===== config.mk =====
export PLATFORM = sky130hd
export DESIGN_NAME = key_value_table
export DESIGN_NICKNAME = d
export VERILOG_FILES = /design/src/hdl/kvt_pkg.sv /design/src/hdl/kvt_cell.sv /design/src/hdl/key_value_table.sv
export VERILOG_INCLUDE_DIRS = /design/src /design/src/hdl
export SDC_FILE = /design/constraint.sdc
export NUM_CORES = 2
export LEC_CHECK = 0
export ABC_AREA = 1
export BUFFER_PORTS_ARGS = -buffer_cell sky130_fd_sc_hd__buf_2
export CORE_MARGIN = 2
export CORE_UTILIZATION = 40
export DETAILED_ROUTE_END_ITERATION = 8
export PLACE_DENSITY_LB_ADDON = 0.25
export SYNTH_ARGS = -nofsm -noshare
export SYNTH_HDL_FRONTEND = slang
export SYNTH_SLANG_ARGS = --single-unit

===== constraint.sdc =====
create_clock -name i_clk -period 86.9 [get_ports i_clk]
set_input_delay 4.345 -clock i_clk [delete_from_list [all_inputs] [get_ports i_clk]]
set_output_delay 4.345 -clock i_clk [all_outputs]
set_load 0.02 [all_outputs]

===== src/hdl/key_value_table_assert.svh =====
// Assertion macros for the table RTL.
`ifndef KEY_VALUE_TABLE_ASSERT_SVH
`define KEY_VALUE_TABLE_ASSERT_SVH

// Same-cycle implication, checked outside reset.
`define KVT_ASSERT_NOW(label, clk, rst_n, ante, cons, msg) \
    label: assert property (@(posedge clk) disable iff (!rst_n) (ante) |-> (cons)) \
        else $error(msg);

// Next-cycle implication, checked outside reset.
`define KVT_ASSERT_NEXT(label, clk, rst_n, ante, cons, msg) \
    label: assert property (@(posedge clk) disable iff (!rst_n) (ante) |=> (cons)) \
        else $error(msg);

`endif


===== src/hdl/kvt_pkg.sv =====
`default_nettype none

package kvt_pkg;

    // Field widths on the stream ports
    localparam int CMD_W     = 3;
    localparam int KEY_W     = 32;
    localparam int VAL_W     = 32;
    localparam int STATUS_W  = 2;
    localparam int CNT_W     = 5;

    // Request tdata layout, lowest bit first
    localparam int CMD_LSB   = 0;
    localparam int KEY_LSB   = CMD_LSB + CMD_W;
    localparam int VAL_LSB   = KEY_LSB + KEY_W;
    localparam int S_TDATA_W = 72;

    // Response tdata layout, lowest bit first
    localparam int ST_LSB    = 0;
    localparam int VOUT_LSB  = ST_LSB + STATUS_W;
    localparam int CNT_LSB   = VOUT_LSB + VAL_W;
    localparam int EMPTY_LSB = CNT_LSB + CNT_W;
    localparam int M_TDATA_W = 40;

    // Commands
    localparam logic [CMD_W-1:0] CMD_INSERT = 3'd0;
    localparam logic [CMD_W-1:0] CMD_ACCESS = 3'd1;
    localparam logic [CMD_W-1:0] CMD_GET    = 3'd2;
    localparam logic [CMD_W-1:0] CMD_ERASE  = 3'd3;
    localparam logic [CMD_W-1:0] CMD_CLEAR  = 3'd4;

    // Status codes
    localparam logic [STATUS_W-1:0] ST_OK     = 2'd0;
    localparam logic [STATUS_W-1:0] ST_ABSENT = 2'd1;
    localparam logic [STATUS_W-1:0] ST_FULL   = 2'd2;

    // Per-cell control from the sequencer
    typedef struct packed {
        logic search;   // compare and load own response
        logic shift;    // fold in the neighbor's response
        logic wr_en;    // store the write key and value
        logic valid;    // entry lies below the count
        logic is_last;  // entry is the last valid one
    } t_cell_ctl;

endpackage

`default_nettype wire


===== src/hdl/kvt_cell.sv =====
`default_nettype none

module kvt_cell #(
    parameter int KW       = 32,
    parameter int VW       = 32,
    parameter int IDX_BITS = 4,
    parameter int CELL_IDX = 0
) (
    input  wire                   i_clk,
    input  kvt_pkg::t_cell_ctl    i_ctl,
    input  wire  [KW-1:0]         i_key,
    input  wire  [KW-1:0]         i_wr_key,
    input  wire  [VW-1:0]         i_wr_value,
    input  wire                   i_nxt_hit,
    input  wire  [IDX_BITS-1:0]   i_nxt_idx,
    input  wire  [VW-1:0]         i_nxt_hval,
    input  wire  [KW-1:0]         i_nxt_lkey,
    input  wire  [VW-1:0]         i_nxt_lval,
    output logic                  o_hit,
    output logic [IDX_BITS-1:0]   o_idx,
    output logic [VW-1:0]         o_hval,
    output logic [KW-1:0]         o_lkey,
    output logic [VW-1:0]         o_lval
);

    logic [KW-1:0]       r_key;
    logic [VW-1:0]       r_val;
    logic                r_hit;
    logic [IDX_BITS-1:0] r_idx;
    logic [VW-1:0]       r_hval;
    logic [KW-1:0]       r_lkey;
    logic [VW-1:0]       r_lval;
    logic                w_own_hit;

    assign w_own_hit = i_ctl.valid && (r_key == i_key);

    always_ff @(posedge i_clk) begin
        if (i_ctl.wr_en) begin
            r_key <= i_wr_key;
            r_val <= i_wr_value;
        end
        // Responses are zero except in the hit cell and the last cell, so
        // OR-folding along the row leaves the answer in cell 0.
        if (i_ctl.search) begin
            r_hit  <= w_own_hit;
            r_idx  <= w_own_hit ? IDX_BITS'(CELL_IDX) : '0;
            r_hval <= w_own_hit ? r_val : '0;
            r_lkey <= i_ctl.is_last ? r_key : '0;
            r_lval <= i_ctl.is_last ? r_val : '0;
        end else if (i_ctl.shift) begin
            r_hit  <= r_hit | i_nxt_hit;
            r_idx  <= r_idx | i_nxt_idx;
            r_hval <= r_hval | i_nxt_hval;
            r_lkey <= r_lkey | i_nxt_lkey;
            r_lval <= r_lval | i_nxt_lval;
        end
    end

    assign o_hit  = r_hit;
    assign o_idx  = r_idx;
    assign o_hval = r_hval;
    assign o_lkey = r_lkey;
    assign o_lval = r_lval;

endmodule

`default_nettype wire


===== src/hdl/key_value_table.sv =====
// Exact-match key/value table of ENTRIES entries held in a row of cells, one
// entry per cell. Requests (insert, access-or-create, get, erase, clear) are
// served one at a time and each gives exactly one response with status, value,
// entry count and empty flag. From acceptance a request passes through a
// search state in which every cell compares the key at once, a collect state
// in which the hit chain folds the cell responses one cell per cycle toward
// cell 0, and an apply state that applies the update and loads the response
// register once it is free or being read; the table then idles for the next
// request. A new key at a full table is refused with the full status. Keys
// and values keep their low KEY_BITS and VALUE_BITS bits (at most 32).
// entry_count is the count modulo 32. No clearing pass is needed after reset.
`default_nettype none

module key_value_table #(
    parameter int ENTRIES    = 16,
    parameter int KEY_BITS   = 32,
    parameter int VALUE_BITS = 32
) (
    input  wire                              i_clk,
    input  wire                              i_rst_n,
    input  wire                              i_s_axis_tvalid,
    output logic                             o_s_axis_tready,
    // command[2:0], key[34:3], value_in[66:35], zero pad [71:67]
    input  wire  [kvt_pkg::S_TDATA_W-1:0]    i_s_axis_tdata,
    output logic                             o_m_axis_tvalid,
    input  wire                              i_m_axis_tready,
    // status[1:0], value_out[33:2], entry_count[38:34], empty_res[39]
    output logic [kvt_pkg::M_TDATA_W-1:0]    o_m_axis_tdata
);

`include "key_value_table_assert.svh"

    localparam int KW       = (KEY_BITS < kvt_pkg::KEY_W) ? KEY_BITS : kvt_pkg::KEY_W;
    localparam int VW       = (VALUE_BITS < kvt_pkg::VAL_W) ? VALUE_BITS : kvt_pkg::VAL_W;
    localparam int IDX_BITS = $clog2(ENTRIES);
    localparam int CNT_BITS = $clog2(ENTRIES + 1);

    typedef enum logic [1:0] {
        S_IDLE,
        S_SEARCH,
        S_COLLECT,
        S_APPLY
    } t_state;

    t_state                      r_state;
    logic [IDX_BITS-1:0]         r_shift;
    logic [CNT_BITS-1:0]         r_count;
    logic [kvt_pkg::CMD_W-1:0]   r_cmd;
    logic [KW-1:0]               r_key;
    logic [VW-1:0]               r_val;
    logic                        r_out_valid;
    logic [kvt_pkg::STATUS_W-1:0] r_out_status;
    logic [kvt_pkg::VAL_W-1:0]   r_out_value;
    logic [kvt_pkg::CNT_W-1:0]   r_out_count;
    logic                        r_out_empty;

    // Hit chain; the extra slot past the last cell feeds zeros
    logic                        w_hit  [ENTRIES+1];
    logic [IDX_BITS-1:0]         w_idx  [ENTRIES+1];
    logic [VW-1:0]               w_hval [ENTRIES+1];
    logic [KW-1:0]               w_lkey [ENTRIES+1];
    logic [VW-1:0]               w_lval [ENTRIES+1];

    logic                        w_accept;
    logic                        w_go;
    logic                        w_full;
    logic                        w_wr;
    logic [IDX_BITS-1:0]         w_wr_idx;
    logic [KW-1:0]               w_wr_key;
    logic [VW-1:0]               w_wr_val;
    logic [kvt_pkg::STATUS_W-1:0] w_status;
    logic [VW-1:0]               w_vout;
    logic [CNT_BITS-1:0]         n_count;
    logic [31:0]                 w_key_in;
    logic [31:0]                 w_val_in;
    logic [63:0]                 w_vout_ext;
    logic [31:0]                 w_cnt_ext;

    assign o_s_axis_tready = (r_state == S_IDLE);
    assign w_accept        = i_s_axis_tvalid && o_s_axis_tready;
    assign w_go            = (r_state == S_APPLY) && (!r_out_valid || i_m_axis_tready);
    assign w_full          = (r_count == CNT_BITS'(ENTRIES));

    assign w_key_in = i_s_axis_tdata[kvt_pkg::KEY_LSB +: kvt_pkg::KEY_W];
    assign w_val_in = i_s_axis_tdata[kvt_pkg::VAL_LSB +: kvt_pkg::VAL_W];

    assign w_hit[ENTRIES]  = 1'b0;
    assign w_idx[ENTRIES]  = '0;
    assign w_hval[ENTRIES] = '0;
    assign w_lkey[ENTRIES] = '0;
    assign w_lval[ENTRIES] = '0;

    for (genvar g = 0; g < ENTRIES; g++) begin : g_cell
        kvt_pkg::t_cell_ctl w_ctl;

        assign w_ctl.search  = (r_state == S_SEARCH);
        assign w_ctl.shift   = (r_state == S_COLLECT);
        assign w_ctl.wr_en   = w_go && w_wr && (w_wr_idx == IDX_BITS'(g));
        assign w_ctl.valid   = (CNT_BITS'(g) < r_count);
        assign w_ctl.is_last = (CNT_BITS'(g + 1) == r_count);

        kvt_cell #(
            .KW       (KW),
            .VW       (VW),
            .IDX_BITS (IDX_BITS),
            .CELL_IDX (g)
        ) u_cell (
            .i_clk      (i_clk),
            .i_ctl      (w_ctl),
            .i_key      (r_key),
            .i_wr_key   (w_wr_key),
            .i_wr_value (w_wr_val),
            .i_nxt_hit  (w_hit[g+1]),
            .i_nxt_idx  (w_idx[g+1]),
            .i_nxt_hval (w_hval[g+1]),
            .i_nxt_lkey (w_lkey[g+1]),
            .i_nxt_lval (w_lval[g+1]),
            .o_hit      (w_hit[g]),
            .o_idx      (w_idx[g]),
            .o_hval     (w_hval[g]),
            .o_lkey     (w_lkey[g]),
            .o_lval     (w_lval[g])
        );
    end

    // Outcome of the request, from the folded response in cell 0
    always_comb begin
        w_wr     = 1'b0;
        w_wr_idx = r_count[IDX_BITS-1:0];
        w_wr_key = r_key;
        w_wr_val = r_val;
        w_status = kvt_pkg::ST_OK;
        w_vout   = '0;
        n_count  = r_count;
        unique case (r_cmd)
            kvt_pkg::CMD_INSERT, kvt_pkg::CMD_ACCESS: begin
                if (w_hit[0]) begin
                    if (r_cmd == kvt_pkg::CMD_INSERT) begin
                        w_wr     = 1'b1;
                        w_wr_idx = w_idx[0];
                    end else begin
                        w_vout = w_hval[0];
                    end
                end else if (w_full) begin
                    w_status = kvt_pkg::ST_FULL;
                end else begin
                    w_wr    = 1'b1;
                    n_count = r_count + CNT_BITS'(1);
                    if (r_cmd == kvt_pkg::CMD_ACCESS) begin
                        w_wr_val = '0;
                    end
                end
            end
            kvt_pkg::CMD_GET: begin
                if (w_hit[0]) begin
                    w_vout = w_hval[0];
                end else begin
                    w_status = kvt_pkg::ST_ABSENT;
                end
            end
            kvt_pkg::CMD_ERASE: begin
                // last entry moves into the freed slot
                if (w_hit[0]) begin
                    w_wr     = 1'b1;
                    w_wr_idx = w_idx[0];
                    w_wr_key = w_lkey[0];
                    w_wr_val = w_lval[0];
                    n_count  = r_count - CNT_BITS'(1);
                end else begin
                    w_status = kvt_pkg::ST_ABSENT;
                end
            end
            kvt_pkg::CMD_CLEAR: begin
                n_count = '0;
            end
            default: begin
            end
        endcase
    end

    assign w_vout_ext = 64'(w_vout);
    assign w_cnt_ext  = 32'(n_count);

    always_ff @(posedge i_clk) begin
        if (!i_rst_n) begin
            r_state     <= S_IDLE;
            r_shift     <= '0;
            r_count     <= '0;
            r_out_valid <= 1'b0;
        end else begin
            // a new response may load while the old one leaves
            if (w_go) begin
                r_out_valid <= 1'b1;
            end else if (r_out_valid && i_m_axis_tready) begin
                r_out_valid <= 1'b0;
            end
            unique case (r_state)
                S_IDLE: begin
                    if (w_accept) begin
                        r_cmd   <= i_s_axis_tdata[kvt_pkg::CMD_LSB +: kvt_pkg::CMD_W];
                        r_key   <= w_key_in[KW-1:0];
                        r_val   <= w_val_in[VW-1:0];
                        r_state <= S_SEARCH;
                    end
                end
                S_SEARCH: begin
                    r_shift <= '0;
                    r_state <= S_COLLECT;
                end
                S_COLLECT: begin
                    r_shift <= r_shift + IDX_BITS'(1);
                    if (r_shift == IDX_BITS'(ENTRIES - 2)) begin
                        r_state <= S_APPLY;
                    end
                end
                S_APPLY: begin
                    if (w_go) begin
                        r_count      <= n_count;
                        r_out_status <= w_status;
                        r_out_value  <= w_vout_ext[kvt_pkg::VAL_W-1:0];
                        r_out_count  <= w_cnt_ext[kvt_pkg::CNT_W-1:0];
                        r_out_empty  <= (n_count == '0);
                        r_state      <= S_IDLE;
                    end
                end
                default: begin
                    r_state <= S_IDLE;
                end
            endcase
        end
    end

    assign o_m_axis_tvalid = r_out_valid;
    assign o_m_axis_tdata  = {r_out_empty, r_out_count, r_out_value, r_out_status};

    `KVT_ASSERT_NOW(a_count_bound, i_clk, i_rst_n, 1'b1,
        r_count <= CNT_BITS'(ENTRIES), "entry count above capacity")
    `KVT_ASSERT_NEXT(a_accept_search, i_clk, i_rst_n, w_accept,
        r_state == S_SEARCH, "accepted transaction did not start a search")
    `KVT_ASSERT_NOW(a_hit_needs_entry, i_clk, i_rst_n, (r_state == S_APPLY) && w_hit[0],
        r_count != '0, "hit reported in an empty table")
    `KVT_ASSERT_NEXT(a_erase_count, i_clk, i_rst_n,
        w_go && (r_cmd == kvt_pkg::CMD_ERASE) && w_hit[0],
        r_count == $past(r_count) - CNT_BITS'(1), "erase did not drop the count")
    `KVT_ASSERT_NOW(a_empty_flag, i_clk, i_rst_n, r_out_valid && (r_out_count != '0),
        !r_out_empty, "empty flag set with entries present")

endmodule

`default_nettype wire

# Yosys cells after proc, flatten, opt, wreduce, memory -nomap -nowiden
# Cells that the tools add are included.
# Widths: inputs -> output; s select.
word_totals:
  register_bits: 2759
  in_bits: 76
  out_inout_bits: 42
classes:
  n_addsub: 3
  magnitude_cmp: 16
  n_eq_ne: 59
  n_mux: 243
  bitwise: 75
  n_reduce_logical: 50
ops:
  columns: ["cell", "n"]
  rows:
  - ["$mux 32", 144]
  - ["$or 32x32->32", 45]
  - ["$eq 32x32->1", 16]
  - ["$mux 4", 39]
  - ["$pmux 32 s2", 2]
  - ["$or 4x4->4", 15]
  - ["$eq 4x5->1 const A", 8]
  - ["$lt 4x5->1 const A", 8]
  - ["$mux 1", 38]
  - ["$eq 4x4->1 const B", 9]
  - ["$logic_and 1x1->1", 36]
  - ["$eq 3x5->1 const A", 4]
  - ["$lt 3x5->1 const A", 4]
  - ["$eq 4x3->1 const B", 4]
  - ["$pmux 4 s2", 2]
  - ["$mux 5", 3]
  - ["$or 1x1->1", 15]
  - ["$pmux 5 s3", 1]
  - ["$mux 2", 7]
  - ["$mux 3", 4]
  - ["$eq 2x5->1 const A", 2]
  - ["$lt 1x5->1 const A", 2]
  - ["$lt 2x5->1 const A", 2]
  - ["$reduce_and 3->1", 3]
  - ["27 further kinds", 33]

# Logic depth before layout (Yosys ltp)
logic_depth:
  depth_word: 6
  depth_mapped: 13
  ltp_nobuf: 12

# Modules after synthesis
# A second synthesis with hierarchy kept.
hier_totals:
  hier_cells: 10574
  area_unflattened_um2: 118149.6
modules_own_cells:
  columns: ["module", "n_inst", "cells_per_inst", "area_each_um2", "seq_area_each_um2"]
  rows:
  - ["kvt_cell (g_cell[10].u_cell ...)", 6, 619, 7003.0, 4954.8]
  - ["kvt_cell (g_cell[11].u_cell ...)", 4, 614, 6985.4, 4954.8]
  - ["kvt_cell (g_cell[1].u_cell ...)", 4, 612, 6967.9, 4954.8]
  - ["kvt_cell (g_cell[15].u_cell)", 1, 615, 7054.3, 4954.8]
  - ["kvt_cell (g_cell[0].u_cell)", 1, 617, 7009.2, 4914.7]
  - ["key_value_table", 1, 724, 6254.7, 3453.3]

# Worst setup path before layout
# No wires, ideal clock.
synth_path:
  path_type: "register to register"
  start: "register r_state[0]"
  end: "register r_shift[2]"
  setup_ns: 0.226
  arrival_time_ns: 34.490
  required_ns: 86.674
  slack_ns: 52.184
  path_stages_with_launch: 6
  period_less_slack_ns: 34.716
  path_cell_list: "dfxtp_1 > inv_1 > ha_1 > inv_1 > o21ai_0 > nor3_1"
synth_via:
  elab_chain_len: 2
  word_cells_on_any_way: 4
  cone_classes: "eq/ne (2); mux (1); reduce/logical (1)"
synth_rtl:
  columns: ["item", "line_no", "source"]
  rows:
  - ["start, declared", "key_value_table.sv:45", "t_state r_state;"]
  - ["start signal, assigned", "key_value_table.sv:186", "r_state <= S_IDLE;"]
  - ["start signal, assigned", "key_value_table.sv:203", "r_state <= S_SEARCH;"]
  - ["start signal, assigned", "key_value_table.sv:208", "r_state <= S_COLLECT;"]
  - ["$eq 2x2->1 or $eq 2x1->1 (tied branches)", "key_value_table.sv:197", "unique case (r_state)"]
  - ["$pmux 4 s2 or $reduce_bool 2->1 (tied branches)", null, null]
  - ["end signal, assigned", "key_value_table.sv:211", "r_shift <= r_shift + IDX_BITS'(1);"]
  - ["end, declared", "key_value_table.sv:46", "logic [IDX_BITS-1:0] r_shift;"]
# Several ways; a longest one is shown, not always the timed one.
# A chain may end at the register's enable or synchronous reset.

==> metrics.txt <==
Primary FF master, synth=edfxtp_1; Max-slew headroom=around an eighth; gpl congestion=about 0.88; Tot GR Track Use=between 20 and 25%; fin crit period=7.30 ns; Sequential Power Share=between 50% and 60%; overall routed net length=339,000 um; Final Hold Viols=0; number of global-route vias before repair=about 80,000; Worst Skew=about 0.046 ns; Leak=between 40 and 50 nW; FF+latch count, synth=2,755; clock-pin slew on the worst setup and hold paths=0.06 ns; Chip Height=547 um; DRC errors left=0; Hold EP=g_cell[0].u_cell.o_idx[2]; drt pass-1 iters=6; Sw Share=between 30% and 40%; floorplan row count=just under 200; net count of the mapped netlist=10,500; RSZ-0062 raised after global routing=false; hold depth=2; Hold Crit Start=g_cell[0].u_cell.o_idx[2]; Final HPWL DP=roughly 210,000 um; status=finished, final reports clean; CP Class=in -> reg; DRT iter0 DRCs=10,700; critical path cell sequence=buf_2 -> inv_1 -> nand2_1 -> nand2_1 -> inv_1 -> nand2_1 -> nor2_4 -> buf_4; largest net degree at the start of global routing=between 300 and 400; Seq/Total Area, Yosys=between 70 and 80%; CTS resizes=0; hold crit path type=reg -> reg; Core Region=293,000 um^2; CP startpoint=i_m_axis_tready; layout cells sized above 1=8.03%; Clock Sinks=2,755; R2R depth=9; Port Buffer Count=112; TritonCTS clock tree=yes; worst stage delay on the critical path=1.21 ns; fmax=between 100 and 150 MHz; crit-path most repeated cell=nand2_1; Avg Inst Size Synth=approximately 11 um^2; post-route clock period utilization=under 10%; Vias=~80,000; synthesized cell area=around 120,000 um^2; post-synthesis instance total=10,400; Ys Warns=0; total die area=~300,000 um^2; H-tree Lvls=5; final-report setup violation count=0; commonest non-fill, non-tap cell in the layout=edfxtp_1; setup repair bufs after CTS=0; worst path required time=~87 ns; Max FO, Critical Path=between 40 and 50; Nets=~10,000; CTS Buffer Depth=4; Synth async-reset ratio=0%; crit path launch type=primary input; Slew @ Worst Pin=around 1.3 ns; slowest stage cell on the critical path=nor2_4; hold_ws=~0.48 ns; Ports=about 120; Finished Core Util=between 40% and 50%; Synth cell types=43; Starting Density=between 40 and 50%; Power per Cell Area=between 30 and 40 nW/um^2; GR Overflow Total=0; first-pass GRT wire length=~510,000 um; reg2reg end=g_cell[12].u_cell.o_hval[14]; wire per inst=around 23 um; CP Capture Type=flop; reg2reg setup slack=between 80 and 90 ns; Int Pwr=between 0.003 and 0.004 W; initial antenna violation count=16; Num CTS Buffers=289; combinational power share=between 20 and 25%; chip width=~550 um; number of synthesized flops with an enable pin=roughly 2,700; Max Cap Violations=0; Fillers=approximately 27,000; most frequent cells in the layout=2,739 x edfxtp_1, 2,600 x nand2_1, 1,604 x o21ai_0, 1,439 x nand3_1, 459 x inv_1; CTS root buf=clkbuf_16; Area growth syn-to-layout=11.1%; setup TNS=0 ns; Clk network pwr share=25.6%; hold buffer count at CTS=0; Critical Path AT=7.77 ns; reg2reg start=r_state[1]; Switching Power=between 0.0015 and 0.002 W; worst vdd ir=0.0418 mV; Final ANT Viol Nets=0; clock latency on the worst-skew pair=between 0.8 and 0.9 ns; fin. max-slew vios=0; routed vias/inst=between 5 and 6
-- cells by family after synthesis --
| family | count (synthesis) | share of synthesized area [%] |
|---|---|---|
| AO/OA/AOI/OAI | 1696 | 7.33 |
| flip-flops | 2755 | 70.1 |
| XOR/XNOR | 158 | 1.18 |
| AND/OR/NAND/NOR | 4678 | 17.2 |
| adder cells (fa/ha/maj) | 11 | 0.117 |
| buffers and inverters | 1079 | 4.09 |
-- power by group through the flow --
stage / sequential, W / combinational (W) / clock [W]
after floorplan: 0.00301 / 0.000718 / 0
after global routing: 0.00248 / 0.00115 / 0.00125
after detailed placement: 0.00245 / 0.00101 / 0
after global placement: 0.00243 / 0.000957 / 0
after CTS: 0.00243 / 0.00101 / 0.00120
final: 0.00243 / 0.00102 / 0.00118
-- registers in the layout, indices dropped and copies added (netlist names) --
name / cells
g_cell.u_cell.o_hit: 15
g_cell.u_cell.o_hval: 512
g_cell.u_cell.o_idx: 61
g_cell.u_cell.o_lkey: 512
g_cell.u_cell.o_lval: 512
g_cell.u_cell.r_key: 512
g_cell.u_cell.r_val: 512
o_m_axis_tvalid: 1
r_cmd: 3
r_count: 5
r_key: 32
r_out_count: 5
r_out_empty: 1
r_out_status: 2
r_out_value: 32
r_shift: 4
r_state: 2
r_val: 32
-- final cells by class --
type / count / area [um^2] / share of cell area [%]
clock buffer: 372 / 7690 / 5.88
timing repair buffer: 319 / 2160 / 1.65
tap: 3919 / 4900 / 3.75
inverter: 492 / 1860 / 1.42
sequential: 2755 / 82600 / 63.1
antenna: 2 / 5.00 / 0.00382
clock inverter: 124 / 1030 / 0.786
multi-input combinational: 6543 / 30600 / 23.4
-- layer usage --
layer / up-vias / wire, um / GRT usage [%]
met5: - / 47 / 0
met4: 8 / 7660 / 5.63
met3: 465 / 34600 / 4.28
met2: 3993 / 148000 / 33.2
met1: 40100 / 149000 / 33.0
li1: 36700 / - / -
-- per-stage QoR --
step | power (W) | worst slack [ns] | cells | cell area (um^2)
global route | 0.00488 | 79.57 | 14500 | 131000
floorplan | 0.00373 | 52.18 | 10400 | 118000
CTS | 0.00464 | 79.75 | 14500 | 131000
detailed placement | 0.00346 | 78.83 | 14000 | 122000
global placement | 0.00339 | 78.86 | 14000 | 122000
finish | 0.00464 | 79.60 | 14500 | 131000
-- synth_stat cells, types with 11 or more instances --
| master | number | area, um^2 |
|---|---|---|
| buf_4 | 67 | 503 |
| nor2_2 | 36 | 225 |
| edfxtp_1 | 2739 | 82200 |
| buf_1 | 22 | 82.6 |
| nand4_1 | 78 | 488 |
| buf_2 | 160 | 801 |
| nand3_2 | 31 | 310 |
| a32oi_1 | 31 | 272 |
| o21ai_1 | 18 | 90.1 |
| nor2_1 | 397 | 1490 |
| clkbuf_1 | 299 | 1120 |
| ha_1 | 11 | 138 |
| nand3_1 | 1440 | 7210 |
| nor3_2 | 13 | 130 |
| or2_2 | 17 | 106 |
| a21oi_1 | 29 | 145 |
| buf_6 | 35 | 394 |
| nand2_1 | 2601 | 9760 |
| nor3_1 | 39 | 195 |
| xor2_1 | 18 | 158 |
| xnor2_1 | 140 | 1230 |
| inv_1 | 459 | 1720 |
| inv_2 | 29 | 109 |
| dfxtp_1 | 16 | 320 |
| o21ai_0 | 1604 | 8030 |
-- critical path, delay by kind of cell --
| kind | cells | cell delay, ns |
|---|---|---|
| buffers and inverters | 4 | 1.08 |
| AND/OR/NAND/NOR | 4 | 2.22 |
-- worst max path at each step --
stage	end
global route	g_cell[5].u_cell.r_val[4]
finish	g_cell[5].u_cell.r_val[4]
CTS	g_cell[5].u_cell.r_val[4]
global placement	g_cell[5].u_cell.r_val[13]
floorplan	r_shift[2]
detailed placement	g_cell[5].u_cell.r_val[13]
(Power assumes the default switching activity.)
